--- config.mk ---
export PLATFORM = sky130hd
export DESIGN_NAME = tmcw_queue
export DESIGN_NICKNAME = d
export VERILOG_FILES = /design/src/rtl/tmcw_queue.sv
export SDC_FILE = /design/constraint.sdc
export NUM_CORES = 1
export LEC_CHECK = 0
export CORE_MARGIN = 2
export CORE_UTILIZATION = 50
export CTS_CLUSTER_DIAMETER = 120
export DETAILED_ROUTE_END_ITERATION = 12
export DONT_BUFFER_PORTS = 1
export PLACE_DENSITY_LB_ADDON = 0.2
export REMOVE_ABC_BUFFERS = 1
export SLEW_MARGIN = 20
export SYNTH_ARGS = -nofsm -noshare
export SYNTH_HDL_FRONTEND = slang
export SYNTH_SLANG_ARGS = --single-unit
--- constraint.sdc ---
create_clock -name clk -period 2.42 [get_ports clk]
set_input_delay 0 -clock clk [delete_from_list [all_inputs] [get_ports clk]]
set_output_delay 0 -clock clk [all_outputs]
set_load 0.02 [all_outputs]
--- src/rtl/tmcw_queue.sv ---
module tmcw_queue #(
  parameter int W = 32
) (
  input  logic         clk,
  input  logic         rst_n,
  input  logic         push,
  input  logic [W-1:0] wdata,
  output logic         full,
  input  logic         pop,
  output logic         valid,
  output logic [W-1:0] rdata
);

  logic [W-1:0] entry_r [2];
  logic         wr_ptr_r;
  logic         rd_ptr_r;
  logic [1:0]   count_r;

  assign full  = (count_r == 2'd2);
  assign valid = (count_r != 2'd0);
  assign rdata = entry_r[rd_ptr_r];

  always_ff @(posedge clk) begin
    if (push) begin
      entry_r[wr_ptr_r] <= wdata;
    end
  end

  always_ff @(posedge clk) begin
    if (!rst_n) begin
      wr_ptr_r <= 1'b0;
      rd_ptr_r <= 1'b0;
      count_r  <= 2'd0;
    end else begin
      if (push) begin
        wr_ptr_r <= !wr_ptr_r;
      end
      if (pop) begin
        rd_ptr_r <= !rd_ptr_r;
      end
      count_r <= count_r + {1'b0, push} - {1'b0, pop};
    end
  end

endmodule

## Yosys cells after proc, flatten, opt, wreduce, memory -nomap -nowiden

Memories as Yosys holds them, arrays and structs flattened. A register that Yosys moved wholly into a read port is not among the register bits.
Cells that the tools add are included.

- Flip-flop bits (word level): 4
- Bits in latches: 0
- Memory bits (writable): 64
- Bits in read-only memories: 0
- Bits of input ports: 36
- Output and inout port bits: 34
- Logic and storage cells: 14
- Memories: 1

Memories:

| memory | depth | width | rd ports | clocked after Yosys merged registers in | wr ports | RTL line | text |
|---|---|---|---|---|---|---|---|
| entry_r | 2 | 32 | 1 | 1 | 1 | 14 | `logic [W-1:0] entry_r [2];` |

- $add $sub $neg: 2
- $mul: 0
- Divide/modulo/power cells: 0
- Magnitude comparators: 0
- Equal/unequal tests: 1
- Shift operators: 0
- Multiplexer cells: 4
- Bitwise gates (word level): 0
- Reduce and logical (&&, ||, !) cells: 3

Operators with widths:

| cell | number |
|---|---|
| two-way mux 1 bit | 4 |
| adder 2 x 1 -> 2 bit | 1 |
| equality test 2 bit (second input constant) | 1 |
| zero test 1 bit | 2 |
| nonzero test 2 bit | 1 |
| subtractor 2 x 1 -> 2 bit | 1 |

## Logic depth before layout (Yosys ltp)

- Word-level depth: 3
- Mapped depth: 6
- Mapped depth without buffers: 6

## Least setup slack after synthesis

Ideal clock, no wire load.

- Path kind: reg2reg
- Start point: register wr_ptr_r
- End point: memory entry_r[0][0], enable pin
- Library setup time: 426 ps
- Data arrival time: 1776 ps
- Data required time: 1994 ps
- Slack: 218 ps
- Cell stages (with the launch flop): 2
- Path buffers: 0
- Period minus slack after synthesis: 2202 ps
- Cell sequence: dfxtp_1 nor2b_1

RTL lines:

| element | RTL line | text |
|---|---|---|
| start: declaration | 15 | `logic wr_ptr_r;` |
| start signal: assignment | 36 | `wr_ptr_r <= !wr_ptr_r;` |
| end: declaration | 14 |  |

No word-level cell before the write port.

==> flow_summary.yaml <==
power_and_ir_drop:
  power_mw: 2.75
  power.leakage_nw: 1.24
  vdd_drop_max_uv: 516
  p_per_area_mw_per_mm2: 821
timing:
  hold_viol_final: 0
  max_freq_ghz: 0.607
  layout_setup_ws_ns: 0.772
  maxSlewHeadroom_pct: 66.2
  tightest_slew_ns: 0.506
  period_needed_ns: 1.65
  setup_viol_count_final: 0
  finalCritPeriodShare_pct: 68.1
  tns_ns: 0
  holdWs_ns: 0.0507
  drv_slew: 0
  clock_skew_ns: 0.00663
  grt_setup_unrepaired: "no"
layout:
  syn2layout_area_growth_pct: 24.3
  layout_commonest_cell: "edfxtp_1"
  mostFrequentLayoutCells: "edfxtp_1 (64), dlygate4sd3_1 (36), mux2_4 (30)"
  antenna_cells: 0
  fillers: 392
  drive_gt1_share_pct: 31.2
  post-route-util_pct: 65.2
  nets: 206
hold_path:
  worstHoldStart: "push"
  hp-class: "in2reg"
synthesis:
  avgSynthCellArea_um2: 22.3
  yosys_warnings: 0
  synth_mux_area_share_pct: 17.6
  yosys.area_share.simple_pct: 2.09
  synth_compound_area_share_pct: 0.279
  synth-xor-area-share_pct: 1.16
  synth_fa_ha_area_share_pct: 0.929
  syn_area_mm2: 0.00269
  syn_inst: 121
  synth_cell_types: 14
  ys_seq_area_share_pct: 75.1
  synth_top_family_by_area: "multiplexers"
  synth-seq-cells: 69
placement:
  place_ws_ns: 1.00
  gp_congestion: 0.653
  hpwl_mm: 2.69
  portBuffers: 0
clock_network:
  numCtsBuffers: 9
  clkSinkCount: 69
  worstSkewPairLatency_ns: 0.33
  cts_buffer_depth: 2
  path_clk_slew_ns: 0.07
  root_buffer: "clkbuf_8"
  htreeDepth: 3
  post-cts-setup-buffers: 0
  cts_tree: "built"
die:
  boundaryPins: 70
  dieArea_mm2: 0.00599
  die_h_um: 77.4
  initial_utilization_pct: 52.4
  core_mm2: 0.00514
  rows: 26
  die_width_um: 77.4
global_route:
  grt_pass1_vias: 1284
  grt_pass1_wl_mm: 6.33
  grt.overflow.total: 0
  track_usage_pct: 14.8
  grt_max_degree: 20
  antenna_found_initial: 0
critical_path:
  endpoint: "rdata[0]"
  crit_type: "reg2out"
  cp.required_ns: 2.42
  reg2regPathDepth: 6
  reg2reg_to: "count_r[1]$_SDFF_PN0_"
  critical_path_arrival_ns: 1.65
  r2r_start: "count_r[0]$_SDFF_PN0_"
  r2r_setup_slack_ns: 1.02
  crit_path_max_fanout: 19
  critPathLaunchType: "flip-flop"
  end_kind: "output pin"
routing:
  wl_per_cell_um: 17.0
  viasPerCell: 4.90
  vias: 1190
  antenna_left: 0
  drc: 0
  drt_iter0_markers: 55
  wirelength_mm: 4.12
  firstDrtPassIters: 3
flow_run:
  drv_cap: 0
outcome:
  status: "finished clean"
[metal layers]
| metal | track usage, % | wire [µm] | part of all wire, % |
|---|---|---|---|
| met1 | 15.8 | 1580 | 38 |
| met2 | 25.1 | 2270 | 55 |
| met3 | 5.12 | 209 | 5.1 |
| met4 | 9.11 | 66 | 1.6 |
| met5 | 0 | 0 | 0 |
[stage by stage]
step | std cells | cell area [µm²]
floorplan | 117 | 2620
global placement | 191 | 2770
detailed placement | 191 | 2770
CTS | 243 | 3350
global route | 243 | 3350
finish | 243 | 3350
[sequential cells by signal (all words and copies together) (netlist names), named ones only]
register / cells
count_r: 2
entry_r: 64
wr_ptr_r: 1
rd_ptr_r: 1
[how the worst min path moves through the flow]
stage / to / depth (start not counted)
3_5_place_dp: entry_r[0][27]$_DFFE_PP_ / 0
2_1_floorplan: entry_r[0][0]$_DFFE_PP_ / 0
4_1_cts: entry_r[0][17]$_DFFE_PP_ / 1
3_3_place_gp: entry_r[1][7]$_DFFE_PP_ / 0
6_report: entry_r[0][22]$_DFFE_PP_ / 1
5_1_grt: entry_r[0][4]$_DFFE_PP_ / 1
[kinds of logic after synthesis]
group / after synthesis
DFF: 69
muxes: 32
and+or+nand+nor: 9
buffers and inverters: 6
xor gates and xnor gates: 2
adders and majority gates: 2
AOI/OAI and AO/OA: 1
[layout make-up]
type                       count  area [µm²]  share of cell area [%]
sequential                    69        2020                    60.4
multi-input combinational     46         601                    17.9
timing repair buffer          40         415                    12.4
clock buffer                  10         128                    3.81
clock inverter                 6        87.6                    2.61
tap                           70        87.6                    2.61
inverter                       2        7.51                   0.224
[power by group]
| part | switching [mW] | internal (mW) |
|---|---|---|
| Combinational | 0.180 | 0.176 |
| Sequential | 0.0331 | 1.38 |
| Clock | 0.402 | 0.580 |
| Total | 0.616 | 2.13 |
[repair_timing]
item | 4_1_cts | 5_1_grt
hold buffers | 36 | 0
endpoints found under the hold margin | 69 | 0
gates resized for setup | 0 | 0
[cells in the mapped netlist (all sizes together)]
| master | n | area [µm²] |
|---|---|---|
| o21a | 1 | 7.51 |
| xnor3 | 1 | 22.5 |
| nor2b | 4 | 25.0 |
| dfxtp | 5 | 100 |
| edfxtp | 64 | 1920 |
| mux2 | 32 | 473 |
| buf | 4 | 71.3 |
| ha | 2 | 25.0 |
| xor2 | 1 | 8.76 |
| inv | 2 | 7.51 |
| or2 | 1 | 6.26 |
| and2 | 4 | 25.0 |
[critical path, cell delays in order, from the launching register on]
cell and delay, ns:
dfxtp_2 0.64, buf_12 0.25, mux2_2 0.42
No activity file was read; power rests on OpenSTA's default activity.
