<file path="config.mk">
export PLATFORM = sky130hd
export DESIGN_NAME = tmcw_front_flat
export DESIGN_NICKNAME = d
export VERILOG_FILES = /design/src/rtl/tmcw_pkg.sv /design/src/rtl/tmcw_if.sv /design/src/rtl/tmcw_front.sv /design/src/flat_wrapper.sv
export SDC_FILE = /design/constraint.sdc
export NUM_CORES = 1
export LEC_CHECK = 0
export ABC_AREA = 1
export BUFFER_PORTS_ARGS = -buffer_cell sky130_fd_sc_hd__buf_2
export CAP_MARGIN = 40
export CORE_ASPECT_RATIO = 0.8
export CORE_MARGIN = 2
export CORE_UTILIZATION = 36
export DETAILED_ROUTE_END_ITERATION = 7
export GPL_TIMING_DRIVEN = 0
export PLACE_DENSITY = 0.85
export SLEW_MARGIN = 20
export SYNTH_ARGS = -nofsm -noshare
export SYNTH_HDL_FRONTEND = slang
export SYNTH_SLANG_ARGS = --single-unit
</file>
<file path="constraint.sdc">
create_clock -name vclk -period 2.7
set_input_delay 0.405 -clock vclk [all_inputs]
set_output_delay 0.405 -clock vclk [all_outputs]
set_load 0.01 [all_outputs]
</file>
<file path="src/rtl/tmcw_pkg.sv">
package tmcw_pkg;

  localparam int unsigned POS_BITS  = 11;
  localparam int unsigned CELL_BITS = 16;

  localparam logic [1:0] OP_PUT   = 2'd0;
  localparam logic [1:0] OP_CLEAR = 2'd1;
  localparam logic [1:0] OP_READ  = 2'd2;

  localparam logic [7:0] NEWLINE_CODE = 8'd10;
  localparam logic [7:0] SPACE_CODE   = 8'd32;

  typedef enum logic [2:0] {
    CMD_PUT,
    CMD_NEWLINE,
    CMD_CLEAR,
    CMD_READ,
    CMD_NOP
  } tmcw_kind_t;

  // cell layout: char [7:0], foreground [11:8], background [15:12]
  typedef struct packed {
    tmcw_kind_t           kind;
    logic                 rd_ok;
    logic [CELL_BITS-1:0] cell_word;
  } tmcw_cmd_t;

  function automatic logic [CELL_BITS-1:0] blank_keep_fore(input logic [CELL_BITS-1:0] data);
    return {4'h0, data[11:8], SPACE_CODE};
  endfunction

endpackage

</file>
<file path="src/rtl/tmcw_if.sv">
interface tmcw_in_if;
  logic       valid;
  logic       ready;
  logic [1:0] operation;
  logic [7:0] char_code;
  logic [3:0] fore_colour;
  logic [3:0] back_colour;
  logic [4:0] read_row;
  logic [6:0] read_column;

  modport source (
    output valid, operation, char_code, fore_colour, back_colour, read_row, read_column,
    input  ready
  );
  modport sink (
    input  valid, operation, char_code, fore_colour, back_colour, read_row, read_column,
    output ready
  );
endinterface


</file>
<file path="src/rtl/tmcw_front.sv">
module tmcw_front
  import tmcw_pkg::*;
#(
  parameter int COLUMNS = 80,
  parameter int ROWS    = 25,
  localparam int ADDR_W = $clog2(ROWS * COLUMNS)
) (
  tmcw_in_if.sink           in_ch,
  input  logic              enable,
  input  logic              q_full,
  output logic              q_push,
  output tmcw_cmd_t         q_cmd,
  output logic [ADDR_W-1:0] q_addr
);

  assign in_ch.ready = enable && !q_full;
  assign q_push      = in_ch.valid && in_ch.ready;

  always_comb begin
    q_cmd.cell_word = {in_ch.back_colour, in_ch.fore_colour, in_ch.char_code};
    q_cmd.rd_ok     = (32'(in_ch.read_row) < ROWS) && (32'(in_ch.read_column) < COLUMNS);
    case (in_ch.operation)
      OP_PUT:   q_cmd.kind = (in_ch.char_code == NEWLINE_CODE) ? CMD_NEWLINE : CMD_PUT;
      OP_CLEAR: q_cmd.kind = CMD_CLEAR;
      OP_READ:  q_cmd.kind = CMD_READ;
      default:  q_cmd.kind = CMD_NOP;
    endcase
  end

  // only meaningful when the read is in range
  assign q_addr = ADDR_W'(in_ch.read_row * COLUMNS + in_ch.read_column);

endmodule

</file>
<file path="src/flat_wrapper.sv">
// flat-port wrapper written by rule: the top's interface ports become plain ports
module tmcw_front_flat import tmcw_pkg::*;
#(
  parameter int COLUMNS = 80,
  parameter int ROWS    = 25,
  localparam int ADDR_W = $clog2(ROWS * COLUMNS)
)
  (enable, q_full, q_push, q_cmd, q_addr, in_ch_valid, in_ch_operation, in_ch_char_code, in_ch_fore_colour, in_ch_back_colour, in_ch_read_row, in_ch_read_column, in_ch_ready);
  tmcw_in_if in_ch_i ();
  input  logic enable;
  input  logic q_full;
  output logic q_push;
  output tmcw_cmd_t q_cmd;
  output logic [ADDR_W-1:0] q_addr;
  input wire logic [$bits(in_ch_i.valid)-1:0] in_ch_valid;
  input wire logic [$bits(in_ch_i.operation)-1:0] in_ch_operation;
  input wire logic [$bits(in_ch_i.char_code)-1:0] in_ch_char_code;
  input wire logic [$bits(in_ch_i.fore_colour)-1:0] in_ch_fore_colour;
  input wire logic [$bits(in_ch_i.back_colour)-1:0] in_ch_back_colour;
  input wire logic [$bits(in_ch_i.read_row)-1:0] in_ch_read_row;
  input wire logic [$bits(in_ch_i.read_column)-1:0] in_ch_read_column;
  output wire logic [$bits(in_ch_i.ready)-1:0] in_ch_ready;
  assign in_ch_i.valid = in_ch_valid;
  assign in_ch_i.operation = in_ch_operation;
  assign in_ch_i.char_code = in_ch_char_code;
  assign in_ch_i.fore_colour = in_ch_fore_colour;
  assign in_ch_i.back_colour = in_ch_back_colour;
  assign in_ch_i.read_row = in_ch_read_row;
  assign in_ch_i.read_column = in_ch_read_column;
  assign in_ch_ready = in_ch_i.ready;
  tmcw_front #(.COLUMNS(COLUMNS), .ROWS(ROWS)) u_core (.in_ch(in_ch_i), .enable(enable), .q_full(q_full), .q_push(q_push), .q_cmd(q_cmd), .q_addr(q_addr));
endmodule
</file>
### After elaboration in Yosys (flattened, before gate mapping)

Index checks and enable logic that the tools add are counted.

| word-level totals | value |
|---|---|
| logic and storage cells | 14 |
| input port bits | 33 |
| register bits after elaboration | 0 |
| output and inout port bits | 33 |

| operators by class | value |
|---|---|
| reductions and logical operators | 5 |
| add/subtract/negate cells | 1 |
| equality and inequality tests | 3 |
| $lt $le $gt $ge | 2 |
| multiply operators | 1 |
| muxes and demuxes | 2 |

Operators with widths:

| kind | number |
|---|---|
| $add 11x7->11 | 1 |
| $pmux 3 s3 | 1 |
| $eq 8x4->1 const B | 1 |
| $lt 7x7->1 const B | 1 |
| $mul 5x3->7 const B | 1 |
| $lt 5x5->1 const B | 1 |
| $logic_and 1x1->1 | 3 |
| $eq 2x1->1 const B | 1 |
| $eq 2x2->1 const B | 1 |
| $logic_not 2->1 | 1 |
| $logic_not 1->1 | 1 |
| $mux 1 | 1 |

### Longest topological paths before layout

| logic depth | value |
|---|---|
| depth in word-level cells | 3 |
| mapped depth | 9 |
| mapped depth without buffers | 9 |

### Worst setup path before layout

No wires, ideal clock.

| timing path | value |
|---|---|
| kind | input-to-output |
| start point | input port in_ch_read_row[1] |
| end point | output port q_addr[10] |
| slack | 0.441 ns |
| data arrival time | 1.854 ns |
| cell stages on the path | 9 |
| path buffers | 0 |
| required time | 2.295 ns |
| cells stage by stage | ha_1 > ha_1 > fa_1 > nand2_1 > inv_1 > nand3_1 > nor2_1 > nand3_1 > nand2_1 |

| on the way | value |
|---|---|
| word-level cells in the longest chain between the ends | 2 |

RTL lines:

| what | line | RTL |
|---|---|---|
| from (decl) | flat_wrapper.sv:20 | `input wire logic [$bits(in_ch_i.read_row)-1:0] in_ch_read_row;` |
| $mul 5x3->7 | tmcw_front.sv:31 | `assign q_addr = ADDR_W'(in_ch.read_row * COLUMNS + in_ch.read_column);` |
| $add 11x7->11 | tmcw_front.sv:31 |  |
| to (decl) | flat_wrapper.sv:14 | `output logic [ADDR_W-1:0] q_addr;` |

Every way passes these cells.

### Final worst setup path

Same ends and word-level chain as after synthesis.

==> flow_summary.ini <==
[critical_path]
worst-path-max-fanout = 4
timing.critical_path.to_type = primary output
path_delay_family = adder cells
setup.worst_path.start = in_ch_read_row[1]
path_class = in2out
slowest_stage = sky130_fd_sc_hd__fa_1
cp_slowest_stage_delay_ps = 550
cp_num_cells = 11
worst-endpoint-required_ps = 2300
worstPathArrival_ps = 2190
number_of_buffers_and_inverters_on_the_critical_path = 3
start_kind = input pin
critical_path_cell_by_cell = buf_2, ha_1, ha_1, fa_1, nand2_1, inv_2, nand3_1, nor2_1, nand3_1, nand2_1, buf_2

[timing]
rel_slew_slack = 0.857
worst_pin_slew_ps = 212
finalCritPeriodShare = 0.962
finalSetupViolCount = 0
fin_tns_setup_ps = 0
fin_ws_ps = 102
report.final.slew_viol_count = 0
fmax_mhz = 385
report.final.hold_viol_count = 0
period_minus_ws_final_ps = 2600

[layout]
layout.nets = 191
design_area_sq_um = 895
proportion_of_layout_cells_with_a_drive_suffix_above_1 = 0.538
syn2layout_area_growth_pct = 51.8
n_fill_cell = 163
seq_area_sq_um = 0
antenna_cells = 0
flops_and_latches = 0
clockBufferCount = 0
multiInputGateArea_sq_um = 402
layout.cells.non_filler = 165

[grt]
initial_antenna_violation_count = 0
grt.overflow.total = 0
first_global_vias = 541
groute.usage.overall = 0.133
grt_pass1_wl_mm = 2.11
grt_max_degree = 7

[route]
route.antenna.remaining_nets = 0
post_drt_via_cell_ratio = 4.47
firstDrtPassIters = 5
detailroute.via_count = 738
drt_wl_total_mm = 1.54
initial_detailed_routing_violation_count = 7
route.detailed.wl_per_inst_microns = 9.30
drcViolationCount = 0

[logic_synthesis]
synth-simple-area-share = 0.295
synthesis.area_per_instance_sq_um = 6.70
synthTopCellsByArea = sky130_fd_sc_hd__buf_4 (25%), sky130_fd_sc_hd__ha_1 (23%), sky130_fd_sc_hd__nand2_1 (11%), sky130_fd_sc_hd__nand3_1 (7.6%), sky130_fd_sc_hd__fa_1 (6.8%)
yosys.cell_types.count = 18
synth.mux.area_fraction = 0
synth_warnings = 0
complex_gate_fraction_of_the_synthesized_area = 0.0403
synth.net_count = 134
synth-adder-area-share = 0.301
synth_top_family_by_area = buffers and inverters
yosys.cell_count.top_type = sky130_fd_sc_hd__buf_4
synth.largest_area_cell = sky130_fd_sc_hd__buf_4
post-synth-top-area-fraction = 0.255
yosys-top-cells-count = sky130_fd_sc_hd__buf_4 (20), sky130_fd_sc_hd__nand2_1 (18), sky130_fd_sc_hd__ha_1 (11)
netlist_instances = 88
post_synth_instance_area_sq_um = 589
synth_xor_area_frac = 0.0446
synth-seq-area-share = 0

[die]
fp.dieArea_sq_um = 1980
die_width_microns = 49.2
chipHeight_microns = 40.2
initial_utilization = 0.374
ios = 66
fp.coreArea_sq_um = 1580
placement_rows = 13

[status]
result_of_the_run = finished, final reports clean

[power]
pwr-share-comb = 1.000
switchingPower_w = 0.000101
netSwitchingFraction = 0.510
power_leakage_nw = 0.566
power.total_w = 0.000198
pint_w = 0.0000972
p_seq_frac = 0
vdd_ir_drop_max_v = 0.000140
power_frac_clock = 0
cellPowerDensity_nw_per_um2 = 222

[place]
detailed_placement_hpwl_mm = 1.42
port_buffers = 54
post_dp_cell_area_sq_um = 887
post-place-ws_ps = 111
cell_count_after_placement = 164
globalplace.congestion = 0.811

[min_path]
min_delay_path_depth = 2
hp-start = in_ch_back_colour[2]
hp-class = in2out

[cts]
hold_buffer_count_at_cts = 0

[flow_run]
max_cap_violations = 0
stage by stage:
| stage | hold slack, ps | utilization |
|---|---|---|
| after global routing | 999 | 0.567 |
| after global placement | 995 | 0.562 |
| after floorplan | 858 | - |
| final | 993 | 0.567 |
| after CTS | 995 | 0.562 |
| after detailed placement | 995 | 0.562 |
final timing paths:
kind / slack, ps / end
setup / recovery: 100 / q_addr[10]
hold / removal: 990 / q_cmd[14]
power groups by stage:
stage,Clock [W],Sequential [W],Combinational (W)
6_report,0,0,0.000198
5_1_grt,0,0,0.000219
4_1_cts,0,0,0.000193
3_5_place_dp,0,0,0.000193
3_3_place_gp,0,0,0.000187
2_1_floorplan,0,0,0.000121
placed cells by master, fill, tap and decap left out, types with 2 or more instances in the layout:
cell type / n
sky130_fd_sc_hd__buf_2: 54
sky130_fd_sc_hd__buf_4: 21
sky130_fd_sc_hd__fa_1: 2
sky130_fd_sc_hd__ha_1: 11
sky130_fd_sc_hd__inv_1: 9
sky130_fd_sc_hd__nand2_1: 18
sky130_fd_sc_hd__nand3_1: 9
sky130_fd_sc_hd__nand4_1: 2
sky130_fd_sc_hd__nor2_1: 5
sky130_fd_sc_hd__xor2_1: 2
cell families (layout without fill, tap and decap cells):
family,count (synthesis),in the layout
AO/OA/AOI/OAI,4,4
buffers and inverters,30,85
adder cells (fa/ha/maj),13,13
XOR/XNOR,3,3
AND/OR/NAND/NOR,38,38
repair_timing:
item / in CTS / in global routing
gates resized for setup: 0 / 1
buffers inserted: 0 / 1
setup endpoints to repair: 0 / 1
area by class of cell:
cell class | count | share of cell area
Timing Repair Buffer | 55 | 0.310
Tap cell | 22 | 0.0308
Multi-Input combinational cell | 58 | 0.449
Buffer | 20 | 0.168
Inverter | 10 | 0.0420
routing by layer:
metal | up-vias | global-route usage | part of all wire
li1 | 380 | - | -
met1 | 308 | 0.162 | 0.36
met2 | 46 | 0.277 | 0.54
met3 | 4 | 0.00373 | 0.088
met4 | 0 | 0.0143 | 0.012
met5 | - | 0 | 0
Power figures use the tool's default switching activity.
