$ cat src/rtl/tmcw_pkg.sv
package tmcw_pkg;

  localparam int unsigned POS_BITS  = 11;
  localparam int unsigned CELL_BITS = 16;

  localparam logic [1:0] OP_PUT   = 2'd0;
  localparam logic [1:0] OP_CLEAR = 2'd1;
  localparam logic [1:0] OP_READ  = 2'd2;

  localparam logic [7:0] NEWLINE_CODE = 8'd10;
  localparam logic [7:0] SPACE_CODE   = 8'd32;

  typedef enum logic [2:0] {
    CMD_PUT,
    CMD_NEWLINE,
    CMD_CLEAR,
    CMD_READ,
    CMD_NOP
  } tmcw_kind_t;

  // cell layout: char [7:0], foreground [11:8], background [15:12]
  typedef struct packed {
    tmcw_kind_t           kind;
    logic                 rd_ok;
    logic [CELL_BITS-1:0] cell_word;
  } tmcw_cmd_t;

  function automatic logic [CELL_BITS-1:0] blank_keep_fore(input logic [CELL_BITS-1:0] data);
    return {4'h0, data[11:8], SPACE_CODE};
  endfunction

endpackage

$ cat src/rtl/tmcw_if.sv


interface tmcw_out_if;
  logic        valid;
  logic        ready;
  logic [10:0] cursor_position;
  logic [7:0]  cell_char;
  logic [3:0]  cell_fore;
  logic [3:0]  cell_back;

  modport source (
    output valid, cursor_position, cell_char, cell_fore, cell_back,
    input  ready
  );
  modport sink (
    input  valid, cursor_position, cell_char, cell_fore, cell_back,
    output ready
  );
endinterface

$ cat src/rtl/tmcw_back.sv
module tmcw_back
  import tmcw_pkg::*;
#(
  parameter int COLUMNS = 80,
  parameter int ROWS    = 25,
  localparam int ADDR_W = $clog2(ROWS * COLUMNS)
) (
  input  logic              clk,
  input  logic              rst_n,
  input  logic              q_valid,
  input  tmcw_cmd_t         q_cmd,
  input  logic [ADDR_W-1:0] q_addr,
  output logic              q_pop,
  output logic              ready_for_items,
  output logic              ram_we,
  output logic [ADDR_W-1:0] ram_waddr,
  output logic [15:0]       ram_wdata,
  output logic              ram_re,
  output logic [ADDR_W-1:0] ram_raddr,
  input  logic [15:0]       ram_rdata,
  tmcw_out_if.source        out_ch
);

  localparam int COL_W = $clog2(COLUMNS);
  localparam int POS_W = (ADDR_W > POS_BITS) ? ADDR_W : POS_BITS;
  localparam logic [ADDR_W-1:0] LAST_ADDR = ADDR_W'(ROWS * COLUMNS - 1);
  localparam logic [ADDR_W-1:0] LAST_BASE = ADDR_W'((ROWS - 1) * COLUMNS);
  localparam logic [ADDR_W-1:0] ROW_STEP  = ADDR_W'(COLUMNS);
  localparam logic [COL_W-1:0]  LAST_COL  = COL_W'(COLUMNS - 1);

  typedef enum logic [2:0] {
    ST_INIT,
    ST_IDLE,
    ST_SWEEP,
    ST_DONE
  } state_t;

  state_t              state_r;
  logic [ADDR_W-1:0]   base_r;
  logic [COL_W-1:0]    col_r;
  logic [ADDR_W-1:0]   sw_addr_r;
  logic                sw_active_r;
  logic                sw_copy_r;
  logic                pend_r;
  logic [ADDR_W-1:0]   pend_addr_r;
  logic                pend_copy_r;
  logic                rd_flag_r;
  logic                out_valid_r;
  logic [POS_BITS-1:0] out_pos_r;
  logic [15:0]         out_cell_r;

  logic [ADDR_W-1:0]   cur_idx;
  logic [POS_W-1:0]    pos_ext;
  logic                start;

  assign cur_idx = base_r + ADDR_W'(col_r);
  assign pos_ext = POS_W'(cur_idx);
  assign start   = (state_r == ST_IDLE) && q_valid && !out_valid_r;

  assign ready_for_items = (state_r != ST_INIT);

  assign out_ch.valid           = out_valid_r;
  assign out_ch.cursor_position = out_pos_r;
  assign out_ch.cell_char       = out_cell_r[7:0];
  assign out_ch.cell_fore       = out_cell_r[11:8];
  assign out_ch.cell_back       = out_cell_r[15:12];

  always_comb begin
    q_pop     = 1'b0;
    ram_we    = 1'b0;
    ram_waddr = cur_idx;
    ram_wdata = q_cmd.cell_word;
    ram_re    = 1'b0;
    ram_raddr = q_addr;
    case (state_r)
      ST_INIT: begin
        ram_we    = 1'b1;
        ram_waddr = sw_addr_r;
        ram_wdata = '0;
      end
      ST_IDLE: begin
        if (start) begin
          q_pop  = 1'b1;
          ram_we = (q_cmd.kind == CMD_PUT);
          ram_re = (q_cmd.kind == CMD_READ) && q_cmd.rd_ok;
        end
      end
      ST_SWEEP: begin
        // each cell's write comes in the cycle after its read
        ram_we    = pend_r;
        ram_waddr = pend_copy_r ? (pend_addr_r - ROW_STEP) : pend_addr_r;
        ram_wdata = pend_copy_r ? ram_rdata : blank_keep_fore(ram_rdata);
        ram_re    = sw_active_r;
        ram_raddr = sw_addr_r;
      end
      default: ;
    endcase
  end

  always_ff @(posedge clk) begin
    if (!rst_n) begin
      state_r     <= ST_INIT;
      base_r      <= '0;
      col_r       <= '0;
      sw_addr_r   <= '0;
      sw_active_r <= 1'b0;
      sw_copy_r   <= 1'b0;
      pend_r      <= 1'b0;
      rd_flag_r   <= 1'b0;
      out_valid_r <= 1'b0;
    end else begin
      if (out_valid_r && out_ch.ready) begin
        out_valid_r <= 1'b0;
      end
      case (state_r)
        ST_INIT: begin
          if (sw_addr_r == LAST_ADDR) begin
            sw_addr_r <= '0;
            state_r   <= ST_IDLE;
          end else begin
            sw_addr_r <= sw_addr_r + ADDR_W'(1);
          end
        end
        ST_IDLE: begin
          if (start) begin
            state_r   <= ST_DONE;
            rd_flag_r <= 1'b0;
            case (q_cmd.kind)
              CMD_PUT, CMD_NEWLINE: begin
                if (q_cmd.kind == CMD_NEWLINE || col_r == LAST_COL) begin
                  col_r <= '0;
                  if (base_r == LAST_BASE) begin
                    // scroll: copy rows up, then blank the bottom row
                    sw_addr_r   <= ROW_STEP;
                    sw_copy_r   <= 1'b1;
                    sw_active_r <= 1'b1;
                    state_r     <= ST_SWEEP;
                  end else begin
                    base_r <= base_r + ROW_STEP;
                  end
                end else begin
                  col_r <= col_r + COL_W'(1);
                end
              end
              CMD_CLEAR: begin
                col_r       <= '0;
                base_r      <= '0;
                sw_addr_r   <= '0;
                sw_copy_r   <= 1'b0;
                sw_active_r <= 1'b1;
                state_r     <= ST_SWEEP;
              end
              CMD_READ: begin
                rd_flag_r <= q_cmd.rd_ok;
              end
              default: ;
            endcase
          end
        end
        ST_SWEEP: begin
          pend_r      <= sw_active_r;
          pend_addr_r <= sw_addr_r;
          pend_copy_r <= sw_copy_r;
          if (sw_active_r) begin
            if (sw_addr_r == LAST_ADDR) begin
              if (sw_copy_r) begin
                sw_addr_r <= LAST_BASE;
                sw_copy_r <= 1'b0;
              end else begin
                sw_active_r <= 1'b0;
              end
            end else begin
              sw_addr_r <= sw_addr_r + ADDR_W'(1);
            end
          end
          if (!sw_active_r && !pend_r) begin
            state_r <= ST_DONE;
          end
        end
        ST_DONE: begin
          out_valid_r <= 1'b1;
          out_pos_r   <= pos_ext[POS_BITS-1:0];
          out_cell_r  <= rd_flag_r ? ram_rdata : '0;
          state_r     <= ST_IDLE;
        end
        default: state_r <= ST_IDLE;
      endcase
    end
  end

endmodule

$ cat src/flat_wrapper.sv
// flat-port wrapper written by rule: the top's interface ports become plain ports
module tmcw_back_flat import tmcw_pkg::*;
#(
  parameter int COLUMNS = 80,
  parameter int ROWS    = 25,
  localparam int ADDR_W = $clog2(ROWS * COLUMNS)
)
  (clk, rst_n, q_valid, q_cmd, q_addr, q_pop, ready_for_items, ram_we, ram_waddr, ram_wdata, ram_re, ram_raddr, ram_rdata, out_ch_valid, out_ch_cursor_position, out_ch_cell_char, out_ch_cell_fore, out_ch_cell_back, out_ch_ready);
  tmcw_out_if out_ch_i ();
  input  logic clk;
  input  logic rst_n;
  input  logic q_valid;
  input  tmcw_cmd_t q_cmd;
  input  logic [ADDR_W-1:0] q_addr;
  output logic q_pop;
  output logic ready_for_items;
  output logic ram_we;
  output logic [ADDR_W-1:0] ram_waddr;
  output logic [15:0] ram_wdata;
  output logic ram_re;
  output logic [ADDR_W-1:0] ram_raddr;
  input  logic [15:0] ram_rdata;
  output wire logic [$bits(out_ch_i.valid)-1:0] out_ch_valid;
  output wire logic [$bits(out_ch_i.cursor_position)-1:0] out_ch_cursor_position;
  output wire logic [$bits(out_ch_i.cell_char)-1:0] out_ch_cell_char;
  output wire logic [$bits(out_ch_i.cell_fore)-1:0] out_ch_cell_fore;
  output wire logic [$bits(out_ch_i.cell_back)-1:0] out_ch_cell_back;
  input wire logic [$bits(out_ch_i.ready)-1:0] out_ch_ready;
  assign out_ch_valid = out_ch_i.valid;
  assign out_ch_cursor_position = out_ch_i.cursor_position;
  assign out_ch_cell_char = out_ch_i.cell_char;
  assign out_ch_cell_fore = out_ch_i.cell_fore;
  assign out_ch_cell_back = out_ch_i.cell_back;
  assign out_ch_i.ready = out_ch_ready;
  tmcw_back #(.COLUMNS(COLUMNS), .ROWS(ROWS)) u_core (.clk(clk), .rst_n(rst_n), .q_valid(q_valid), .q_cmd(q_cmd), .q_addr(q_addr), .q_pop(q_pop), .ready_for_items(ready_for_items), .ram_we(ram_we), .ram_waddr(ram_waddr), .ram_wdata(ram_wdata), .ram_re(ram_re), .ram_raddr(ram_raddr), .ram_rdata(ram_rdata), .out_ch(out_ch_i));
endmodule
$ cat config.mk
export PLATFORM = sky130hd
export DESIGN_NAME = tmcw_back_flat
export DESIGN_NICKNAME = d
export VERILOG_FILES = /design/src/rtl/tmcw_pkg.sv /design/src/rtl/tmcw_if.sv /design/src/rtl/tmcw_back.sv /design/src/flat_wrapper.sv
export SDC_FILE = /design/constraint.sdc
export NUM_CORES = 1
export LEC_CHECK = 0
export BUFFER_PORTS_ARGS = -buffer_cell sky130_fd_sc_hd__buf_2
export CORE_UTILIZATION = 40
export DETAILED_ROUTE_END_ITERATION = 8
export PLACE_DENSITY_LB_ADDON = 0.08
export REMOVE_ABC_BUFFERS = 1
export SYNTH_ARGS = -nofsm -noshare
export SYNTH_HDL_FRONTEND = slang
export SYNTH_SLANG_ARGS = --single-unit
$ cat constraint.sdc
create_clock -name clk -period 1.95 [get_ports clk]
set_input_delay 0.2925 -clock clk [delete_from_list [all_inputs] [get_ports clk]]
set_output_delay 0.2925 -clock clk [all_outputs]
set_load 0.02 [all_outputs]
After elaboration in Yosys (flattened, before gate mapping)
Cells that the tools add are included.
{"block": "op_classes", "add_sub_neg": 5, "n_eq_ne": 20, "muxes": 48, "reduce_logical": 26}
{"op": "11-bit two-way mux", "n": 11}
{"op": "11-bit one-hot mux with 2 select lines", "n": 3}
{"op": "11-bit one-hot mux with 3 select lines", "n": 1}
{"op": "16-bit one-hot mux with 2 select lines", "n": 1}
{"op": "11-bit equality test (second input constant)", "n": 2}
{"op": "1-bit two-way mux", "n": 17}
{"op": "16-bit two-way mux", "n": 1}
{"op": "7-bit one-hot mux with 2 select lines", "n": 1}
{"op": "7-bit AND reduction", "n": 2}
{"op": "3-bit by 2-bit equality test with 1-bit output (second input constant)", "n": 4}
{"op": "3-bit two-way mux", "n": 4}
{"op": "2-bit by 1-bit inequality test with 1-bit output (second input constant)", "n": 6}
{"op": "11-bit by 1-bit adder with 11-bit output (second input constant)", "n": 1}
{"op": "11-bit by 7-bit adder with 11-bit output", "n": 1}
{"op": "11-bit by 7-bit adder with 11-bit output (second input constant)", "n": 1}
{"op": "11-bit by 7-bit subtractor with 11-bit output (second input constant)", "n": 1}
{"op": "1-bit one-hot mux with 2 select lines", "n": 5}
{"op": "5-bit AND reduction", "n": 2}
{"op": "3-bit inequality test (second input constant)", "n": 3}
{"op": "3-bit one-hot mux with 3 select lines", "n": 1}
{"op": "7-bit by 1-bit adder with 7-bit output (second input constant)", "n": 1}
{"op": "7-bit equality test (second input constant)", "n": 1}
{"op": "7-bit two-way mux", "n": 1}
{"op": "3-bit by 1-bit equality test with 1-bit output (second input constant)", "n": 2}
{"op": "other kinds (13)", "n": 26}
{"block": "word_totals", "register_bits": 76, "input_bits": 51, "out_inout_bits": 70, "elab_cells": 112}

Depth between registers and ports, before layout
{"block": "logic_depth", "word_depth": 6, "depth_mapped": 8, "ltp_nobuf": 7}

Least setup slack after synthesis
OpenSTA, ideal clock, no wires.
{"block": "synth_timing", "path_kind": "reg-to-output", "startpoint": "reg u_core.state_r[0]", "endpoint": "out ram_re", "arrival_ns": 1.846, "required_ns": 1.657, "slack_ns": -0.189, "path_stages_with_launch": 7, "path_buffers": 2, "path_cell_list": "dfxtp_1 inv_1 ha_1 buf_1 clkbuf_1 nand2_1 a21boi_0"}
{"block": "synth_between", "elab_chain_len": 5, "elab_cells_between_ends": 6, "cone_classes": "2 x eq/ne; 2 x mux; 2 x reduce/logical"}
{"element": "start, declared", "line_no": "tmcw_back.sv:38", "text": "state_t state_r;"}
{"element": "start signal, assigned", "line_no": "tmcw_back.sv:102", "text": "state_r <= ST_INIT;"}
{"element": "start signal, assigned", "line_no": "tmcw_back.sv:119", "text": "state_r <= ST_IDLE;"}
{"element": "start signal, assigned", "line_no": "tmcw_back.sv:126", "text": "state_r <= ST_DONE;"}
{"element": "3-bit by 1-bit equality test with 1-bit output", "line_no": "tmcw_back.sv:58, tmcw_back.sv:75"}
{"element": "1-bit logical AND (2 in a row)", "line_no": "tmcw_back.sv:58", "text": "assign start = (state_r == ST_IDLE) && q_valid && !out_valid_r;"}
{"element": "1-bit two-way mux", "line_no": "tmcw_back.sv:82", "text": "if (start) begin"}
{"element": "1-bit one-hot mux with 2 select lines (*)", "line_no": "tmcw_back.sv:75", "text": "case (state_r)"}
{"element": "end, declared", "line_no": "flat_wrapper.sv:20", "text": "output logic ram_re;"}
Mark *: on every way between the ends. The rest lies on a longest branch, timed or not.

Worst setup path in the final report
{"block": "layout_timing", "startpoint": "reg u_core.col_r[6]", "endpoint": "out ram_waddr[10]"}
{"block": "layout_between", "elab_chain_len": 2}
{"element": "start, declared", "line_no": "tmcw_back.sv:40", "text": "logic [COL_W-1:0] col_r;"}
{"element": "start signal, assigned", "line_no": "tmcw_back.sv:142", "text": "col_r <= col_r + COL_W'(1);"}
{"element": "11-bit by 7-bit adder with 11-bit output", "line_no": "tmcw_back.sv:56", "text": "assign cur_idx = base_r + ADDR_W'(col_r);"}
{"element": "via u_core.cur_idx[10]", "line_no": "tmcw_back.sv:52", "text": "logic [ADDR_W-1:0] cur_idx;"}
{"element": "11-bit one-hot mux with 2 select lines", "line_no": "tmcw_back.sv:75"}
{"element": "end, declared", "line_no": "flat_wrapper.sv:18", "text": "output logic [ADDR_W-1:0] ram_waddr;"}
The timed path passes the listed nets, and every way through them passes these cells.

==> flow_summary.ini <==
[run_status]
outcome = finished, violations left
violations = negative setup slack

[placed_design]
dpl-instance-area_um2 = 5283
dp_slack_ns = -0.1137
portBuffers = 120
hpwl_um = 8858
dp.cells = 712
gp_congestion = 0.9525

[cts]
cts_max_level = 3
cts_tree = yes
clk_pin_slew_ns = 0.09
clock_sinks = 71
cts_root_buf = clkbuf_8
clk_latency_ns = 0.35
cts_buffers = 9
clock_path_buffers = 2
ctsHoldBuffers = 0

[sta]
tightestPinTransition_ns = 0.6403
fin_skew_ns = 0.01083
fin_ws_ns = -0.3712
rsz0062_at_grt = yes
slew_headroom_pct = 57.25
fin_setup_tns_ns = -4.356
hold_viol = 0
period_share_pct = 119.0
setup_viol = 43
drv_slew = 0
fin_crit_ns = 2.321
max_freq_mhz = 430.8

[routing]
first_pass_iters = 4
routed_wirelength_um = 14050
num_vias = 4241
post_drt_wl_per_cell_um = 18.10
vias_per_cell = 5.465
ant_nets = 0
route.detailed.drc = 0
drtIter0Drc = 256

[global_routing]
grt_pass1_vias = 3757
grt_pass1_wl_um = 19310
grt_max_degree = 28
antenna_found_initial = 0
grt_overflow_total = 0
grt_use_total_pct = 24.73

[cells_and_area]
synthToLayoutAreaGrowth_pct = 68.35
final_layout_size_suffix_gt1_share_pct = 56.61
fin_nets = 702
fill_cells = 733
final_cells = 776
post-route-util_pct = 69.24
final_area_um2 = 6768
diodes = 0

[setup_path]
slowest_stage = a221o_1
path_max_fanout = 2
start_kind = register
cp.arrival_ns = 2.03
crit_buf_inv = 1
cp.required_ns = 1.66
cp_slowest_stage_delay_ns = 0.36
endpoint_kind = output port
path_delay_family = compound AO/OA/AOI/OAI gates
crit_chain = ha_4 -> nor2_2 -> a211oi_2 -> nand2_1 -> xnor2_2 -> a221o_1 -> buf_6
path_class = reg -> out

[power_and_ir_drop]
internal_power_w = 0.003990
pwr-share-seq_pct = 26.5
power_density_nw_per_um2 = 948.5
p_sw_share_pct = 37.84
clkPwrFrac_pct = 19.0
ir_worst_vdd_uv = 661.8
switching_power_w = 0.002429
leakage_nw = 2.809
p_comb_share_pct = 54.5

[yosys]
synth.cell_area_um2 = 4020
synth_cell_types = 60
ys_seq_elements = 71
ys_warn_count = 0
ys.flop_type = edfxtp_1
synth-edff-count = 39
ys_seq_area_share_pct = 45.07
synth_top_area_share_pct = 29.13
synth.area.top_cells = edfxtp_1, dfxtp_1, ha_1
postSynth.asyncResetShare_pct = 0
avgSynthCellArea_um2 = 9.877
syn_inst = 407
netlist.top_cell.by_area = edfxtp_1

[die]
io-pin-count = 121
die-area_um2 = 10460
coreArea_um2 = 9774
initial_utilization_pct = 41.13
row_count = 36
chipHeight_um = 102.3
dieWidth_um = 102.3

[flow_run]
drv_cap = 0

[hold_path]
hp-class = in -> reg
## tightest hold or removal path, stage by stage
cell	delay, ns
buf_2	0.09
inv_1	0.04
a21oi_1	0.06
nor2_1	0.06
## path summary, 6_finish.rpt
kind / start / end / slack, ns / cells after the start
worst min-delay path: out_ch_ready / u_core.out_ch.valid / 0.23 / 4
worst min register to register: u_core.pend_r / u_core.pend_r / 0.48 / 2
worst max-delay path: u_core.col_r[6] / ram_waddr[10] / -0.37 / 7
worst max register to register: u_core.base_r[5] / u_core.sw_addr_r[2] / -0.06 / 9
## power groups by stage
stage               clock [W]  sequential, W  combinational [W]
floorplan                   0        0.00173            0.00111
global placement            0        0.00171            0.00202
detailed placement          0        0.00171            0.00205
CTS                   0.00124        0.00168            0.00274
global route          0.00131        0.00170            0.00367
finish                0.00122        0.00170            0.00350
## state kept, by name (all words and copies together) (netlist names)
register and count:
u_core.sw_addr_r 11, u_core.pend_copy_r 1, u_core.col_r 7, u_core.out_ch.cursor_position 11, u_core.base_r 7, u_core.pend_addr_r 11, u_core.pend_r 1, u_core.out_cell_r 16
u_core.sw_copy_r 1, u_core.state_r 2, u_core.sw_active_r 1, u_core.out_ch.valid 1, u_core.rd_flag_r 1
## cell usage in the layout, fill, tap and decap left out, types with 8 or more instances in the layout
cell type	n
xor2_1	8
nor2_1	23
ha_4	9
and2_1	18
dfxtp_1	22
buf_4	91
clkbuf_8	9
dfxtp_2	9
nand2_1	24
a21oi_1	15
edfxtp_1	39
nand3_1	12
a22o_1	15
buf_2	89
o21ai_1	10
buf_6	53
xnor2_1	8
## cells in the mapped netlist, drive strengths merged (2+ instances only)
cell,number
edfxtp,39
nand2,33
dfxtp,32
nor2,28
a21oi,20
and2,19
o21ai,18
clkbuf,17
a22o,15
ha,13
nand3,13
inv,12
mux2,11
xnor2,11
xor2,9
nor3,8
o311ai,8
o31ai,8
a22oi,6
a31oi,6
nand4,6
and3,5
buf,5
nand2b,5
nand3b,5
or4,5
a21o,4
mux2i,4
nand4b,4
o41ai,4
a221o,3
nor2b,3
o21a,3
or2,3
a221oi,2
nor4,2
or3,2
## logic make-up after synthesis
group           after synthesis  share of synthesized area (%)
simple gates                145                          19.11
xor+xnor                     20                          4.357
compound gates              107                          19.86
buf+inv                      35                          3.392
fa+ha+maj                    13                          4.046
other cells                   1                        0.09328
flops                        71                          45.07
mux                          15                          4.077
## through the flow
step / hold slack (ns) / power [W]
floorplan: 0.4251 / 0.002841
global placement: 0.4638 / 0.003727
detailed placement: 0.4685 / 0.003759
CTS: 0.2202 / 0.005665
global route: 0.2172 / 0.006679
finish: 0.2290 / 0.006419
## final cells by class
| type | instances | area, um^2 | share of cell area [%] |
|---|---|---|---|
| clock buffers | 10 | 127.6 | 1.886 |
| multi-input cells | 302 | 2640 | 39.01 |
| flip-flops and latches | 71 | 1827 | 26.99 |
| clock inverters | 6 | 68.82 | 1.017 |
| well taps | 133 | 166.4 | 2.459 |
| inverters | 13 | 57.56 | 0.8504 |
| repair buffers | 241 | 1881 | 27.79 |
## what timing repair did
item                       CTS  global route
gates resized for setup    110           117
gates cloned                 3             2
setup endpoints to repair   45            57
pin swaps                   31            44
setup buffers               21            28
## routing by layer
metal / routed length (um) / vias to the layer above / GRT usage (%) / part of all wire [%]
li1: - / 1996 / - / -
met1: 5975 / 2062 / 32.23 / 43
met2: 7153 / 160 / 42.54 / 51
met3: 662 / 23 / 2.531 / 4.7
met4: 257 / 0 / 8.901 / 1.8
met5: 0 / - / 0 / 0
(Power assumes the default switching activity.)
